**config.mk**
```make
export PLATFORM = sky130hd
export DESIGN_NAME = weighted_fair_queue_scheduler_core
export DESIGN_NICKNAME = d
export VERILOG_FILES = /design/src/hdl/wfqs_pkg.sv /design/src/hdl/wfqs_div.sv /design/src/hdl/weighted_fair_queue_scheduler_core.sv
export SDC_FILE = /design/constraint.sdc
export NUM_CORES = 2
export LEC_CHECK = 0
export ABC_AREA = 1
export BUFFER_PORTS_ARGS = -buffer_cell sky130_fd_sc_hd__buf_2
export CORE_MARGIN = 1
export CORE_UTILIZATION = 55
export DETAILED_ROUTE_END_ITERATION = 8
export GPL_ROUTABILITY_DRIVEN = 0
export HOLD_SLACK_MARGIN = 0.15
export PLACE_DENSITY = 0.71
export SYNTH_ARGS = -nofsm -noshare
export SYNTH_HDL_FRONTEND = slang
export SYNTH_SLANG_ARGS = --single-unit
```
**constraint.sdc**
```tcl
create_clock -name clk_i -period 18.51 [get_ports clk_i]
set_input_delay 3.702 -clock clk_i [delete_from_list [all_inputs] [get_ports clk_i]]
set_output_delay 3.702 -clock clk_i [all_outputs]
set_load 0.005 [all_outputs]
```
**src/hdl/wfqs_pkg.sv**
```systemverilog
package wfqs_pkg;

  // default sizes
  localparam int DEF_QUEUE_DEPTH = 16;
  localparam int DEF_FRAC_BITS   = 16;

  // fixed field widths
  localparam int ID_W   = 16;
  localparam int LEN_W  = 16;
  localparam int WT_W   = 8;
  localparam int DUR_W  = 16;
  localparam int TIME_W = 32;
  localparam int CAP_W  = 5;
  localparam int EV_W   = 2;
  localparam int OCC_W  = 5;

  localparam logic [CAP_W-1:0] CAP_RESET = CAP_W'(16);

  // command codes
  localparam logic CMD_ENQ = 1'b0;
  localparam logic CMD_ADV = 1'b1;

  // result event codes
  localparam logic [EV_W-1:0] EV_ACCEPT = 2'd0;
  localparam logic [EV_W-1:0] EV_DROP   = 2'd1;
  localparam logic [EV_W-1:0] EV_SERVED = 2'd2;
  localparam logic [EV_W-1:0] EV_IDLE   = 2'd3;

  // zero weight counts as weight one
  function automatic logic [WT_W-1:0] fix_weight(input logic [WT_W-1:0] w);
    fix_weight = (w == '0) ? WT_W'(1) : w;
  endfunction

endpackage

```
**src/hdl/wfqs_div.sv**
```systemverilog
module wfqs_div import wfqs_pkg::*; #(
  parameter int DW = 32
) (
  input  logic            clk_i,
  input  logic            rst_ni,
  input  logic            start_i,
  input  logic [DW-1:0]   dividend_i,
  input  logic [WT_W-1:0] divisor_i,
  output logic            done_o,
  output logic [DW-1:0]   quot_o
);

  localparam int CW = $clog2(DW + 1);

  logic            busy_q, busy_d;
  logic            done_q, done_d;
  logic [CW-1:0]   cnt_q, cnt_d;
  logic [DW-1:0]   quot_q, quot_d;
  logic [WT_W-1:0] rem_q, rem_d;
  logic [WT_W-1:0] div_q, div_d;
  logic [WT_W:0]   trial;
  logic            ge;

  // one restoring step per cycle, quotient shifts in as dividend shifts out
  assign trial = {rem_q, quot_q[DW-1]};
  assign ge    = trial >= {1'b0, div_q};

  always_comb begin
    busy_d = busy_q;
    done_d = 1'b0;
    cnt_d  = cnt_q;
    quot_d = quot_q;
    rem_d  = rem_q;
    div_d  = div_q;
    if (start_i) begin
      busy_d = 1'b1;
      cnt_d  = '0;
      quot_d = dividend_i;
      rem_d  = '0;
      div_d  = divisor_i;
    end else if (busy_q) begin
      quot_d = {quot_q[DW-2:0], ge};
      rem_d  = ge ? WT_W'(trial - {1'b0, div_q}) : WT_W'(trial);
      cnt_d  = cnt_q + CW'(1);
      if (cnt_q == CW'(DW - 1)) begin
        busy_d = 1'b0;
        done_d = 1'b1;
      end
    end
  end

  always_ff @(posedge clk_i or negedge rst_ni) begin
    if (!rst_ni) begin
      busy_q <= 1'b0;
      done_q <= 1'b0;
      cnt_q  <= '0;
    end else begin
      busy_q <= busy_d;
      done_q <= done_d;
      cnt_q  <= cnt_d;
    end
  end

  always_ff @(posedge clk_i) begin
    quot_q <= quot_d;
    rem_q  <= rem_d;
    div_q  <= div_d;
  end

  assign done_o = done_q;
  assign quot_o = quot_q;

endmodule

```
**src/hdl/weighted_fair_queue_scheduler_core.sv**
```systemverilog
// channel   direction  handshake                   payload
// s_axis    in         s_axis_tvalid/s_axis_tready tdata, tuser=cmd
// m_axis    out        m_axis_tvalid/m_axis_tready tdata, tuser=event, tlast
// cfg       in         cfg_valid_i/cfg_ready_o     capacity
//
// one request at a time; an enqueue runs the shared bit-serial divider once for its tag,
// an advance runs it once per served chunk and after each completion searches the
// slots for the smallest tag, one slot at a time
// input is not ready until every result of the current request has been taken
// reset clears valid bits, clocks and counters; slot contents stay undefined
module weighted_fair_queue_scheduler_core import wfqs_pkg::*; #(
  parameter int QUEUE_DEPTH = DEF_QUEUE_DEPTH,
  parameter int FRAC_BITS   = DEF_FRAC_BITS
) (
  input  logic              clk_i,
  input  logic              rst_ni,
  input  logic              s_axis_tvalid,
  output logic              s_axis_tready,
  // packet_id, packet_length, weight, duration
  input  logic [55:0]       s_axis_tdata,
  // cmd
  input  logic [0:0]        s_axis_tuser,
  output logic              m_axis_tvalid,
  input  logic              m_axis_tready,
  // served_id, delay, now, served_total, occupancy, zero fill
  output logic [119:0]      m_axis_tdata,
  // event_res
  output logic [EV_W-1:0]   m_axis_tuser,
  output logic              m_axis_tlast,
  input  logic              cfg_valid_i,
  output logic              cfg_ready_o,
  input  logic [CAP_W-1:0]  cfg_data_i
);

  localparam int IW   = $clog2(QUEUE_DEPTH);
  localparam int HW   = $clog2(QUEUE_DEPTH + 1);
  localparam int VW   = TIME_W + FRAC_BITS;
  localparam int DW   = LEN_W + FRAC_BITS;
  localparam int CMPW = (HW > CAP_W) ? HW : CAP_W;

  localparam logic [3:0] S_IDLE     = 4'd0;
  localparam logic [3:0] S_ENQ_DIV  = 4'd1;
  localparam logic [3:0] S_ADV_TOP  = 4'd2;
  localparam logic [3:0] S_ADV_RD   = 4'd3;
  localparam logic [3:0] S_ADV_GO   = 4'd4;
  localparam logic [3:0] S_ADV_DIV  = 4'd5;
  localparam logic [3:0] S_SRCH_RD  = 4'd6;
  localparam logic [3:0] S_SRCH_CMP = 4'd7;
  localparam logic [3:0] S_SRCH_END = 4'd8;
  localparam logic [3:0] S_OUT      = 4'd9;

  // input fields
  logic [ID_W-1:0]  in_id;
  logic [LEN_W-1:0] in_len;
  logic [WT_W-1:0]  in_wt;
  logic [DUR_W-1:0] in_dur;
  logic             in_cmd;
  assign in_id  = s_axis_tdata[15:0];
  assign in_len = s_axis_tdata[31:16];
  assign in_wt  = s_axis_tdata[39:32];
  assign in_dur = s_axis_tdata[55:40];
  assign in_cmd = s_axis_tuser[0];

  // control state
  logic [3:0]             state_q, state_d, ret_q, ret_d;
  logic [CAP_W-1:0]       cap_q, cap_d;
  logic [QUEUE_DEPTH-1:0] valid_q, valid_d;
  logic [HW-1:0]          held_q, held_d;
  logic [IW-1:0]          svc_q, svc_d;
  logic                   active_q, active_d;
  logic [VW-1:0]          vclk_q, vclk_d;
  logic [TIME_W-1:0]      gclk_q, gclk_d;
  logic [TIME_W-1:0]      served_q, served_d;
  logic [DUR_W-1:0]       left_q, left_d;
  logic                   cmp_q, cmp_d;
  logic                   pend_q, pend_d;
  logic                   any_q, any_d;
  logic [IW-1:0]          idx_q, idx_d, best_q, best_d;
  logic                   found_q, found_d;
  logic                   ov_q, ov_d;

  // payload registers
  logic [ID_W-1:0]   id_q, id_d;
  logic [IW-1:0]     slot_q, slot_d;
  logic [LEN_W-1:0]  len_q, len_d;
  logic [WT_W-1:0]   wt_q, wt_d;
  logic [VW-1:0]     best_tag_q, best_tag_d;
  logic [EV_W-1:0]   oev_q, oev_d;
  logic [ID_W-1:0]   oid_q, oid_d;
  logic [TIME_W-1:0] odly_q, odly_d, onow_q, onow_d, otot_q, otot_d;
  logic [OCC_W-1:0]  oocc_q, oocc_d;
  logic              olast_q, olast_d;

  // slot memories
  logic [VW-1:0]     tag_m   [QUEUE_DEPTH];
  logic [LEN_W-1:0]  rem_m   [QUEUE_DEPTH];
  logic [WT_W-1:0]   wt_m    [QUEUE_DEPTH];
  logic [TIME_W-1:0] arr_m   [QUEUE_DEPTH];
  logic [ID_W-1:0]   ident_m [QUEUE_DEPTH];
  logic [VW-1:0]     rd_tag_q;
  logic [LEN_W-1:0]  rd_rem_q;
  logic [WT_W-1:0]   rd_wt_q;
  logic [TIME_W-1:0] rd_arr_q;
  logic [ID_W-1:0]   rd_ident_q;
  logic              rd_en, wr_en, wr_full;
  logic [IW-1:0]     rd_addr, wr_addr;
  logic [LEN_W-1:0]  wr_rem;
  logic [VW-1:0]     wr_tag;

  // divider
  logic          div_start, div_done;
  logic [DW-1:0] div_dividend, div_quot;
  logic [WT_W-1:0] div_divisor;

  // free slot, lowest index wins
  logic [IW-1:0] free_slot;
  always_comb begin
    free_slot = '0;
    for (int i = QUEUE_DEPTH - 1; i >= 0; i--) begin
      if (!valid_q[i]) free_slot = IW'(i);
    end
  end

  logic             room;
  logic [LEN_W-1:0] chunk;
  logic             srch_last;
  logic [TIME_W-1:0] gclk_new;
  assign room = (CMPW'(held_q) < CMPW'(cap_q)) && (held_q < HW'(QUEUE_DEPTH));
  assign chunk = cmp_q ? rd_rem_q : left_q;
  assign srch_last = (idx_q == IW'(QUEUE_DEPTH - 1));
  assign gclk_new = gclk_q + TIME_W'(chunk);

  assign div_dividend = (state_q == S_IDLE) ? {in_len, {FRAC_BITS{1'b0}}}
                                            : {chunk, {FRAC_BITS{1'b0}}};
  assign div_divisor  = (state_q == S_IDLE) ? fix_weight(in_wt) : fix_weight(rd_wt_q);

  wfqs_div #(.DW(DW)) u_div (
    .clk_i      (clk_i),
    .rst_ni     (rst_ni),
    .start_i    (div_start),
    .dividend_i (div_dividend),
    .divisor_i  (div_divisor),
    .done_o     (div_done),
    .quot_o     (div_quot)
  );

  // sequencer
  always_comb begin
    state_d = state_q;  ret_d = ret_q;  cap_d = cap_q;
    valid_d = valid_q;  held_d = held_q;  svc_d = svc_q;  active_d = active_q;
    vclk_d = vclk_q;  gclk_d = gclk_q;  served_d = served_q;  left_d = left_q;
    cmp_d = cmp_q;  pend_d = pend_q;  any_d = any_q;
    idx_d = idx_q;  best_d = best_q;  found_d = found_q;  best_tag_d = best_tag_q;
    ov_d = ov_q;  id_d = id_q;  slot_d = slot_q;  len_d = len_q;  wt_d = wt_q;
    oev_d = oev_q;  oid_d = oid_q;  odly_d = odly_q;  onow_d = onow_q;
    otot_d = otot_q;  oocc_d = oocc_q;  olast_d = olast_q;
    div_start = 1'b0;
    rd_en = 1'b0;  rd_addr = svc_q;
    wr_en = 1'b0;  wr_full = 1'b0;  wr_addr = slot_q;
    wr_rem = len_q;  wr_tag = vclk_q + VW'(div_quot);

    if (cfg_valid_i) cap_d = cfg_data_i;

    unique case (state_q)
      S_IDLE: begin
        if (s_axis_tvalid) begin
          if (in_cmd == CMD_ADV) begin
            left_d  = in_dur;
            any_d   = 1'b0;
            pend_d  = 1'b0;
            state_d = S_ADV_TOP;
          end else if (room) begin
            id_d      = in_id;
            len_d     = in_len;
            wt_d      = fix_weight(in_wt);
            slot_d    = free_slot;
            div_start = 1'b1;
            state_d   = S_ENQ_DIV;
          end else begin
            oev_d = EV_DROP;  oid_d = in_id;  odly_d = '0;  onow_d = gclk_q;
            otot_d = served_q;  oocc_d = OCC_W'(held_q);  olast_d = 1'b1;
            ov_d = 1'b1;  ret_d = S_IDLE;  state_d = S_OUT;
          end
        end
      end
      // admit the packet once its tag is known
      S_ENQ_DIV: begin
        if (div_done) begin
          wr_en = 1'b1;  wr_full = 1'b1;
          valid_d[slot_q] = 1'b1;
          held_d = held_q + HW'(1);
          if (!active_q) begin
            svc_d = slot_q;  active_d = 1'b1;
          end
          oev_d = EV_ACCEPT;  oid_d = id_q;  odly_d = '0;  onow_d = gclk_q;
          otot_d = served_q;  oocc_d = OCC_W'(held_q + HW'(1));  olast_d = 1'b1;
          ov_d = 1'b1;  ret_d = S_IDLE;  state_d = S_OUT;
        end
      end
      // loop head of the advance
      S_ADV_TOP: begin
        if (left_q != '0 && active_q) begin
          rd_en   = 1'b1;
          state_d = S_ADV_RD;
        end else begin
          gclk_d = gclk_q + TIME_W'(left_q);
          left_d = '0;
          if (pend_q) begin
            pend_d = 1'b0;  olast_d = 1'b1;  ov_d = 1'b1;
            ret_d = S_IDLE;  state_d = S_OUT;
          end else if (!any_q) begin
            oev_d = EV_IDLE;  oid_d = '0;  odly_d = '0;
            onow_d = gclk_q + TIME_W'(left_q);
            otot_d = served_q;  oocc_d = OCC_W'(held_q);  olast_d = 1'b1;
            ov_d = 1'b1;  ret_d = S_IDLE;  state_d = S_OUT;
          end else begin
            state_d = S_IDLE;
          end
        end
      end
      // decide completion, which also settles the pending result
      S_ADV_RD: begin
        cmp_d = (rd_rem_q <= left_q);
        if (pend_q) begin
          pend_d = 1'b0;  olast_d = !(rd_rem_q <= left_q);  ov_d = 1'b1;
          ret_d = S_ADV_GO;  state_d = S_OUT;
        end else begin
          state_d = S_ADV_GO;
        end
      end
      S_ADV_GO: begin
        div_start = 1'b1;
        state_d   = S_ADV_DIV;
      end
      // apply one served chunk
      S_ADV_DIV: begin
        if (div_done) begin
          vclk_d = vclk_q + VW'(div_quot);
          gclk_d = gclk_new;
          left_d = left_q - chunk;
          if (cmp_q) begin
            valid_d[svc_q] = 1'b0;
            held_d   = held_q - HW'(1);
            served_d = served_q + TIME_W'(1);
            oev_d = EV_SERVED;  oid_d = rd_ident_q;  odly_d = gclk_new - rd_arr_q;
            onow_d = gclk_new;  otot_d = served_q + TIME_W'(1);
            oocc_d = OCC_W'(held_q - HW'(1));
            pend_d = 1'b1;  any_d = 1'b1;
            idx_d = '0;  found_d = 1'b0;  best_d = '0;
            state_d = S_SRCH_RD;
          end else begin
            wr_en = 1'b1;  wr_addr = svc_q;  wr_rem = rd_rem_q - left_q;
            state_d = S_ADV_TOP;
          end
        end
      end
      // smallest tag search, one slot at a time
      S_SRCH_RD: begin
        if (valid_q[idx_q]) begin
          rd_en = 1'b1;  rd_addr = idx_q;  state_d = S_SRCH_CMP;
        end else if (srch_last) begin
          state_d = S_SRCH_END;
        end else begin
          idx_d = idx_q + IW'(1);
        end
      end
      S_SRCH_CMP: begin
        if (!found_q || rd_tag_q < best_tag_q) begin
          found_d = 1'b1;  best_d = idx_q;  best_tag_d = rd_tag_q;
        end
        if (srch_last) begin
          state_d = S_SRCH_END;
        end else begin
          idx_d = idx_q + IW'(1);  state_d = S_SRCH_RD;
        end
      end
      S_SRCH_END: begin
        svc_d = best_q;  active_d = found_q;  state_d = S_ADV_TOP;
      end
      S_OUT: begin
        if (m_axis_tready) begin
          ov_d = 1'b0;  state_d = ret_q;
        end
      end
      default: state_d = S_IDLE;
    endcase
  end

  always_ff @(posedge clk_i or negedge rst_ni) begin
    if (!rst_ni) begin
      state_q <= S_IDLE;  ret_q <= S_IDLE;  cap_q <= CAP_RESET;
      valid_q <= '0;  held_q <= '0;  svc_q <= '0;  active_q <= 1'b0;
      vclk_q <= '0;  gclk_q <= '0;  served_q <= '0;  left_q <= '0;
      cmp_q <= 1'b0;  pend_q <= 1'b0;  any_q <= 1'b0;
      idx_q <= '0;  best_q <= '0;  found_q <= 1'b0;  ov_q <= 1'b0;
    end else begin
      state_q <= state_d;  ret_q <= ret_d;  cap_q <= cap_d;
      valid_q <= valid_d;  held_q <= held_d;  svc_q <= svc_d;  active_q <= active_d;
      vclk_q <= vclk_d;  gclk_q <= gclk_d;  served_q <= served_d;  left_q <= left_d;
      cmp_q <= cmp_d;  pend_q <= pend_d;  any_q <= any_d;
      idx_q <= idx_d;  best_q <= best_d;  found_q <= found_d;  ov_q <= ov_d;
    end
  end

  always_ff @(posedge clk_i) begin
    id_q <= id_d;  slot_q <= slot_d;  len_q <= len_d;  wt_q <= wt_d;
    best_tag_q <= best_tag_d;
    oev_q <= oev_d;  oid_q <= oid_d;  odly_q <= odly_d;  onow_q <= onow_d;
    otot_q <= otot_d;  oocc_q <= oocc_d;  olast_q <= olast_d;
  end

  // slot memories, one write and one registered read per cycle
  always_ff @(posedge clk_i) begin
    if (wr_en) begin
      rem_m[wr_addr] <= wr_rem;
      if (wr_full) begin
        tag_m[wr_addr]   <= wr_tag;
        wt_m[wr_addr]    <= wt_q;
        arr_m[wr_addr]   <= gclk_q;
        ident_m[wr_addr] <= id_q;
      end
    end
    if (rd_en) begin
      rd_tag_q   <= tag_m[rd_addr];
      rd_rem_q   <= rem_m[rd_addr];
      rd_wt_q    <= wt_m[rd_addr];
      rd_arr_q   <= arr_m[rd_addr];
      rd_ident_q <= ident_m[rd_addr];
    end
  end

  // ports
  assign s_axis_tready = (state_q == S_IDLE);
  assign cfg_ready_o   = 1'b1;
  assign m_axis_tvalid = ov_q;
  assign m_axis_tuser  = oev_q;
  assign m_axis_tlast  = olast_q;
  assign m_axis_tdata  = {3'b000, oocc_q, otot_q, onow_q, odly_q, oid_q};

  // checks
  a_held_count: assert property (@(posedge clk_i) disable iff (!rst_ni)
    HW'($countones(valid_q)) == held_q) else $error("held count off");
  a_held_max: assert property (@(posedge clk_i) disable iff (!rst_ni)
    held_q <= HW'(QUEUE_DEPTH)) else $error("held count above depth");
  a_svc_valid: assert property (@(posedge clk_i) disable iff (!rst_ni)
    (active_q && state_q == S_IDLE) |-> valid_q[svc_q]) else $error("service slot empty");
  a_one_side: assert property (@(posedge clk_i) disable iff (!rst_ni)
    s_axis_tready |-> !m_axis_tvalid) else $error("input ready with result pending");
  a_active_held: assert property (@(posedge clk_i) disable iff (!rst_ni)
    (state_q == S_IDLE) |-> (active_q == (held_q != '0))) else $error("service flag off");

endmodule

```
# Word-level counts from Yosys, hierarchy flattened
# Memories as Yosys holds them, arrays and structs flattened. A register that Yosys moved wholly into a read port is not among the register bits.
# Cells that the tools add are included.
[word_totals]
mem_count = 5
inputBits = 67
ramBits = 1920
reg_bits = 448
[classes]
add_sub_neg = 12
reduce_logical = 43
n_eq_ne = 28
order_cmp = 10
n_bitwise = 4
muxes = 193
[memory_table]
columns = ["memory", "words", "word_bits", "rd", "rd_ports_with_merged_regs", "wr", "line_no", "rtl"]
rows = [
  ["tag_m", 16, 48, 1, 1, 1, "weighted_fair_queue_scheduler_core.sv:95", "logic [VW-1:0] tag_m [QUEUE_DEPTH];"],
  ["arr_m", 16, 32, 1, 1, 1, "weighted_fair_queue_scheduler_core.sv:98", "logic [TIME_W-1:0] arr_m [QUEUE_DEPTH];"],
  ["ident_m", 16, 16, 1, 1, 1, "weighted_fair_queue_scheduler_core.sv:99", "logic [ID_W-1:0] ident_m [QUEUE_DEPTH];"],
  ["rem_m", 16, 16, 1, 1, 1, "weighted_fair_queue_scheduler_core.sv:96", "logic [LEN_W-1:0] rem_m [QUEUE_DEPTH];"],
  ["wt_m", 16, 8, 1, 1, 1, "weighted_fair_queue_scheduler_core.sv:97", "logic [WT_W-1:0] wt_m [QUEUE_DEPTH];"],
]
[op_table]
columns = ["cell", "count"]
rows = [
  ["32-bit two-way mux", 32],
  ["32-bit one-hot mux with 4 select lines", 3],
  ["16-bit two-way mux", 20],
  ["4-bit two-way mux", 41],
  ["32-bit by 16-bit adder with 32-bit output", 2],
  ["16-bit one-hot mux with 4 select lines", 1],
  ["32-bit one-hot mux with 2 select lines", 1],
  ["48-bit by 32-bit adder with 48-bit output", 1],
  ["48-bit < comparator", 1],
  ["16-bit one-hot mux with 3 select lines", 1],
  ["5-bit two-way mux", 9],
  ["1-bit two-way mux", 42],
  ["4-bit one-hot mux with 10 select lines", 1],
  ["32-bit by 1-bit adder with 32-bit output (second input constant)", 1],
  ["8-bit two-way mux", 4],
  ["16-bit one-hot mux with 2 select lines", 1],
  ["16-bit subtractor", 2],
  ["32-bit subtractor", 1],
  ["2-bit != test (second input constant)", 12],
  ["2-bit two-way mux", 11],
  ["5-bit one-hot mux with 4 select lines", 1],
  ["4-bit AND reduction", 5],
  ["16-bit AND", 1],
  ["4-bit by 3-bit equality test with 1-bit output (second input constant)", 4],
  ["49 further kinds", 92],
]

# Logic depth before layout (Yosys ltp)
[logic_depth]
depth_word = 15
mapped_depth = 26
ltp_nobuf = 25

# Modules after synthesis
# Synthesis repeated with hierarchy kept, for this count alone.
[unflattened]
hier_cells = 12090
area_unflattened_um2 = 117587.8
[modules_own_cells]
columns = ["mod", "cells_each", "area_each_um2", "n_inst", "seq_area_each_um2"]
rows = [
  ["weighted_fair_queue_scheduler_core", 11769, 114781.3, 1, 72055.4],
  ["wfqs_div", 321, 2806.4, 1, 1561.5],
]

# Worst setup path before layout
# Ideal clock, no wire load.
[synth_path]
path_type = "input port to flip-flop"
start = "in s_axis_tuser"
end = "reg oev_q[0], in the netlist m_axis_tuser[0], enable pin"
required_time_ns = 17.579
setup_ns = 0.931
path_slack_ns = 1.382
n_path_buf = 0
cell_stages = 2
arrival_ns = 16.197
path_cell_list = "o21ai_0 nor4b_1"
[synth_between]
elab_chain_len = 2
[synth_lines]
columns = ["element", "line_no", "rtl"]
rows = [
  ["from (decl)", "weighted_fair_queue_scheduler_core.sv:22", "input logic [0:0] s_axis_tuser,"],
  ["2-bit != test (no source line)", "n/a", ""],
  ["10-bit AND reduction (no source line)", "n/a", ""],
  ["to (signal assigned)", "weighted_fair_queue_scheduler_core.sv:308", "oev_q <= oev_d; oid_q <= oid_d; odly_q <= odly_d; onow_q <= onow_d;"],
  ["to (decl)", "weighted_fair_queue_scheduler_core.sv:88", "logic [EV_W-1:0] oev_q, oev_d;"],
]
# No other way between the ends.
# A chain may end at the register's enable or synchronous reset.

# Final worst setup path
[layout_path]
start = "reg idx_q[0]"
end = "reg rd_arr_q[30], read port of arr_m, data pin"
[layout_between]
elab_chain_len = 4
elab_cells_between_ends = 6
[layout_lines]
columns = ["element", "line_no", "rtl"]
rows = [
  ["from (decl)", "weighted_fair_queue_scheduler_core.sv:78", "logic [IW-1:0] idx_q, idx_d, best_q, best_d;"],
  ["from (signal assigned)", "weighted_fair_queue_scheduler_core.sv:301", "idx_q <= idx_d; best_q <= best_d; found_q <= found_d; ov_q <= ov_d;"],
  ["1-bit binary-select mux with 4-bit select", "weighted_fair_queue_scheduler_core.sv:259", "if (valid_q[idx_q]) begin"],
  ["1-bit two-way mux (not written as such)", "weighted_fair_queue_scheduler_core.sv:259", ""],
  ["1-bit two-way mux / 4-bit two-way mux (equally long branches)", "weighted_fair_queue_scheduler_core.sv:259", ""],
  ["1-bit one-hot mux with 2 select lines / 4-bit two-way mux (equally long branches)", "weighted_fair_queue_scheduler_core.sv:164", "unique case (state_q)"],
  ["to (decl)", "weighted_fair_queue_scheduler_core.sv:103", "logic [TIME_W-1:0] rd_arr_q;"],
]
# Several ways; a longest one is shown, not always the timed one. The select of a mux whose other input is x is not followed.

==> qor.yml <==
cts:
  clk_latency_ns: 0.96
  ctsResizeCount: 0
  clockBufferDepth: 4
  htree_num_levels: 5
  cts_root_buffer: "clkbuf_16"
  hold_buffers: 0
  numCtsBuffers: 277
  clock_sinks: 2485
  clk_pin_slew_ns: 0.06
  cts_tree: "yes"
  cts_setup_buffers: 0
setup_path:
  cp_slowest_cell: "buf_4"
  path_delay_family: "buffers and inverters"
  reg2reg_depth: 19
  crit_fanout: 130
  cp.arrival_ns: 7.92
  path_buf_inv: 6
  crit_required_ns: 19.30
  reg2reg_slack_ns: 11.39
  cpPeakStageDelay_ns: 0.94
  cp.depth: 19
  crit_type: "reg -> reg"
  worstPathCellList: "inv_2, nand2_1, nand3_1, nand2_1, nand2_1, nand3_1, nand2_2, nand2_2, nand2_1, o21ai_4, buf_4, buf_4, buf_12, buf_4, buf_4, nand3_1, nand3_1, nand3_1, nand2_1"
  end_kind: "flop"
  cp-start-kind: "flop"
floorplanning:
  coreArea_sq_um: 212000
  fp.dieW_um: 464
  die_h_um: 464
  placementRows: 169
  ioPinCount: 193
  start_util_pct: 55.3
  dieArea_sq_um: 215000
sta:
  min_period_ns: 7.12
  skew_ns: 0.0543
  drv_slew: 0
  max-slew-margin-rel_pct: 4.14
  hold_viol: 0
  rsz0062_at_grt: "no"
  fin_crit_sh_pct: 38.5
  finalSetupTns_ns: 0
  setup_viol_count_final: 0
  worstMarginPinSlew_ns: 1.43
  max_freq_mhz: 140
drt:
  vias_per_cell: 5.80
  final_antenna_net_count: 0
  wire_per_inst_um: 22.0
  vias: 87300
  drt-pass1-iter-count: 9
  drt_iter0_drc: 11400
  routed_wl_mm: 331
  drc: 0
place:
  dp.final_hpwl_mm: 182
  dp.cells: 14600
  io_buffers: 188
synth:
  synthArstFlopShare_pct: 7.44
  syn_area_per_cell_sq_um: 9.78
  yosysUniqueCellTypes: 61
  yosysWarnings: 0
  synth_area_leaders: "edfxtp_1 59%, nand3_1 11%, nand2_1 7.9%"
  ys_ff_latch: 2485
  synth_edf_count: 2292
  synth_seq_area_share_pct: 62.8
  synth_area_sq_um: 117000
  yosys_most_used_dff: "edfxtp_1"
  synth_top_area_share_pct: 58.7
  syn-instance-count: 12000
  synth.largest_area_cell: "edfxtp_1"
final_layout:
  area_growth_pct: 10.1
  fin_cells: 15000
  mostFrequentLayoutCells: "2510 x nand3_1, 2468 x nand2_1, 2392 x inv_1"
  ff_latch_area_sq_um: 73600
  nNetsFinal: 12300
  multi_input_area_sq_um: 32100
  drive_gt1_share_pct: 6.18
  post-route-util_pct: 60.9
  n_fill_cell: 16900
  final_common_cell: "nand3_1"
power_and_ir_drop:
  peakVddDrop_mv: 0.165
  leakagePower_nw: 55.8
  power.density_nw_per_um2: 152
global_route:
  grtUsageTotal_pct: 30.4
  gr-total-overflow: 0
  grt_pass1_vias: 84600
  antenna_found_initial: 9
  grt_pass1_wl_mm: 500
  grt_max_degree: 176
job:
  drv_cap: 0
worst_hold_path:
  hp-class: "reg -> reg"
  hold_depth: 0
outcome:
  outcome: "finished clean"
## worst reg2reg max path: stages (launching register included)
cell and delay, ns:
dfrtp_1 0.68, inv_2 0.23, nand2_1 0.12, nand3_1 0.08
nand2_1 0.08, nand2_1 0.05, nand3_1 0.09, nand2_2 0.12
nand2_2 0.43, nand2_1 0.19, o21ai_4 0.09, buf_4 0.75
buf_4 1.00, buf_12 0.53, buf_4 1.11, buf_4 0.87
nand3_1 0.26, nand3_1 0.11, nand3_1 0.09, nand2_1 0.11
## logic make-up (layout without fill, tap and decap cells)
logic type | Yosys count | after routing | synth area share, %
AO/OA/AOI/OAI | 733 | 733 | 3.48
adder cells (fa/ha/maj) | 197 | 197 | 2.15
multiplexers | 2 | 2 | 0.0182
flip-flops | 2485 | 2485 | 62.8
XOR/XNOR | 128 | 128 | 0.957
buffers and inverters | 2967 | 3205 | 10.0
AND/OR/NAND/NOR | 5471 | 5471 | 20.6
other | 2 | 6 | 0.00641
## power breakdown
group          leakage, nW  internal [mW]  switching [mW]
sequential            24.5           6.90           0.332
combinational         27.1           1.98            5.08
clock                 4.13           3.12            2.16
## through the flow
stage	instance area, sq um	power, mW	hold slack, ns	worst slack [ns]
floorplan	117000	12.0	0.421	1.38
global placement	121000	14.0	0.437	11.48
detailed placement	121000	14.2	0.436	11.38
CTS	129000	19.4	0.450	11.63
global route	129000	20.5	0.457	11.15
finish	129000	19.6	0.448	11.39
## final timing paths
check                                       from                        to
min reg2reg                rd_tag_q[0]$_DFFE_PP_   best_tag_q[0]$_DFFE_PP_
max                         idx_q[0]$_DFFE_PN0P_    rd_arr_q[30]$_DFFE_PP_
max reg2reg                 idx_q[0]$_DFFE_PN0P_    rd_arr_q[30]$_DFFE_PP_
min in group asynchronous                 rst_ni    vclk_q[42]$_DFFE_PN0P_
min                        rd_tag_q[0]$_DFFE_PP_   best_tag_q[0]$_DFFE_PP_
max in group asynchronous                 rst_ni  served_q[14]$_DFFE_PN0P_
## sequential cells by signal (all words and copies together) (netlist names), 48 cells and up
register    count
wt_m          128
best_tag_q     48
ident_m       256
tag_m         768
vclk_q         48
rem_m         256
rd_tag_q       48
arr_m         512
## synth_stat cells, types with 3 or more instances
library cell	number
nand2_1	2469
a21oi_1	215
xor2_1	101
o21a_1	13
nand2_2	4
nor2_2	3
and2_1	17
buf_2	306
nand3_1	2510
nor3b_1	5
nand4_1	37
o21ai_1	7
a22oi_1	7
o21ai_2	3
nor4_1	14
inv_1	2396
edfxtp_1	2292
buf_6	6
a21boi_0	13
nand3b_1	8
nor2_1	320
o31ai_1	8
o21bai_1	7
a221oi_1	4
fa_1	7
buf_1	24
dfrtp_1	184
ha_1	190
buf_4	39
nor3_1	50
a31oi_1	23
o21ai_0	349
or2_2	24
a21o_1	25
o211ai_1	37
inv_2	9
o221ai_1	7
xnor2_1	27
clkbuf_1	186
dfxtp_1	8
## final cells by class
class / instances / area share [%]
Clock inverter: 106 / 0.797
Antenna cell: 2 / 0.00388
Timing Repair Buffer: 327 / 1.70
Inverter: 2406 / 7.01
Tap cell: 2821 / 2.74
Multi-Input combinational cell: 6535 / 24.9
Sequential cell: 2485 / 57.1
Clock buffer: 366 / 5.80
## metal layers
| metal | part of all wire [%] | track usage (%) |
|---|---|---|
| met5 | 0 | 0 |
| met4 | 5.1 | 15.1 |
| met3 | 11 | 5.04 |
| met1 | 38 | 40.8 |
| met2 | 46 | 48.2 |
Note: power is estimated with default switching activity, not from simulation.
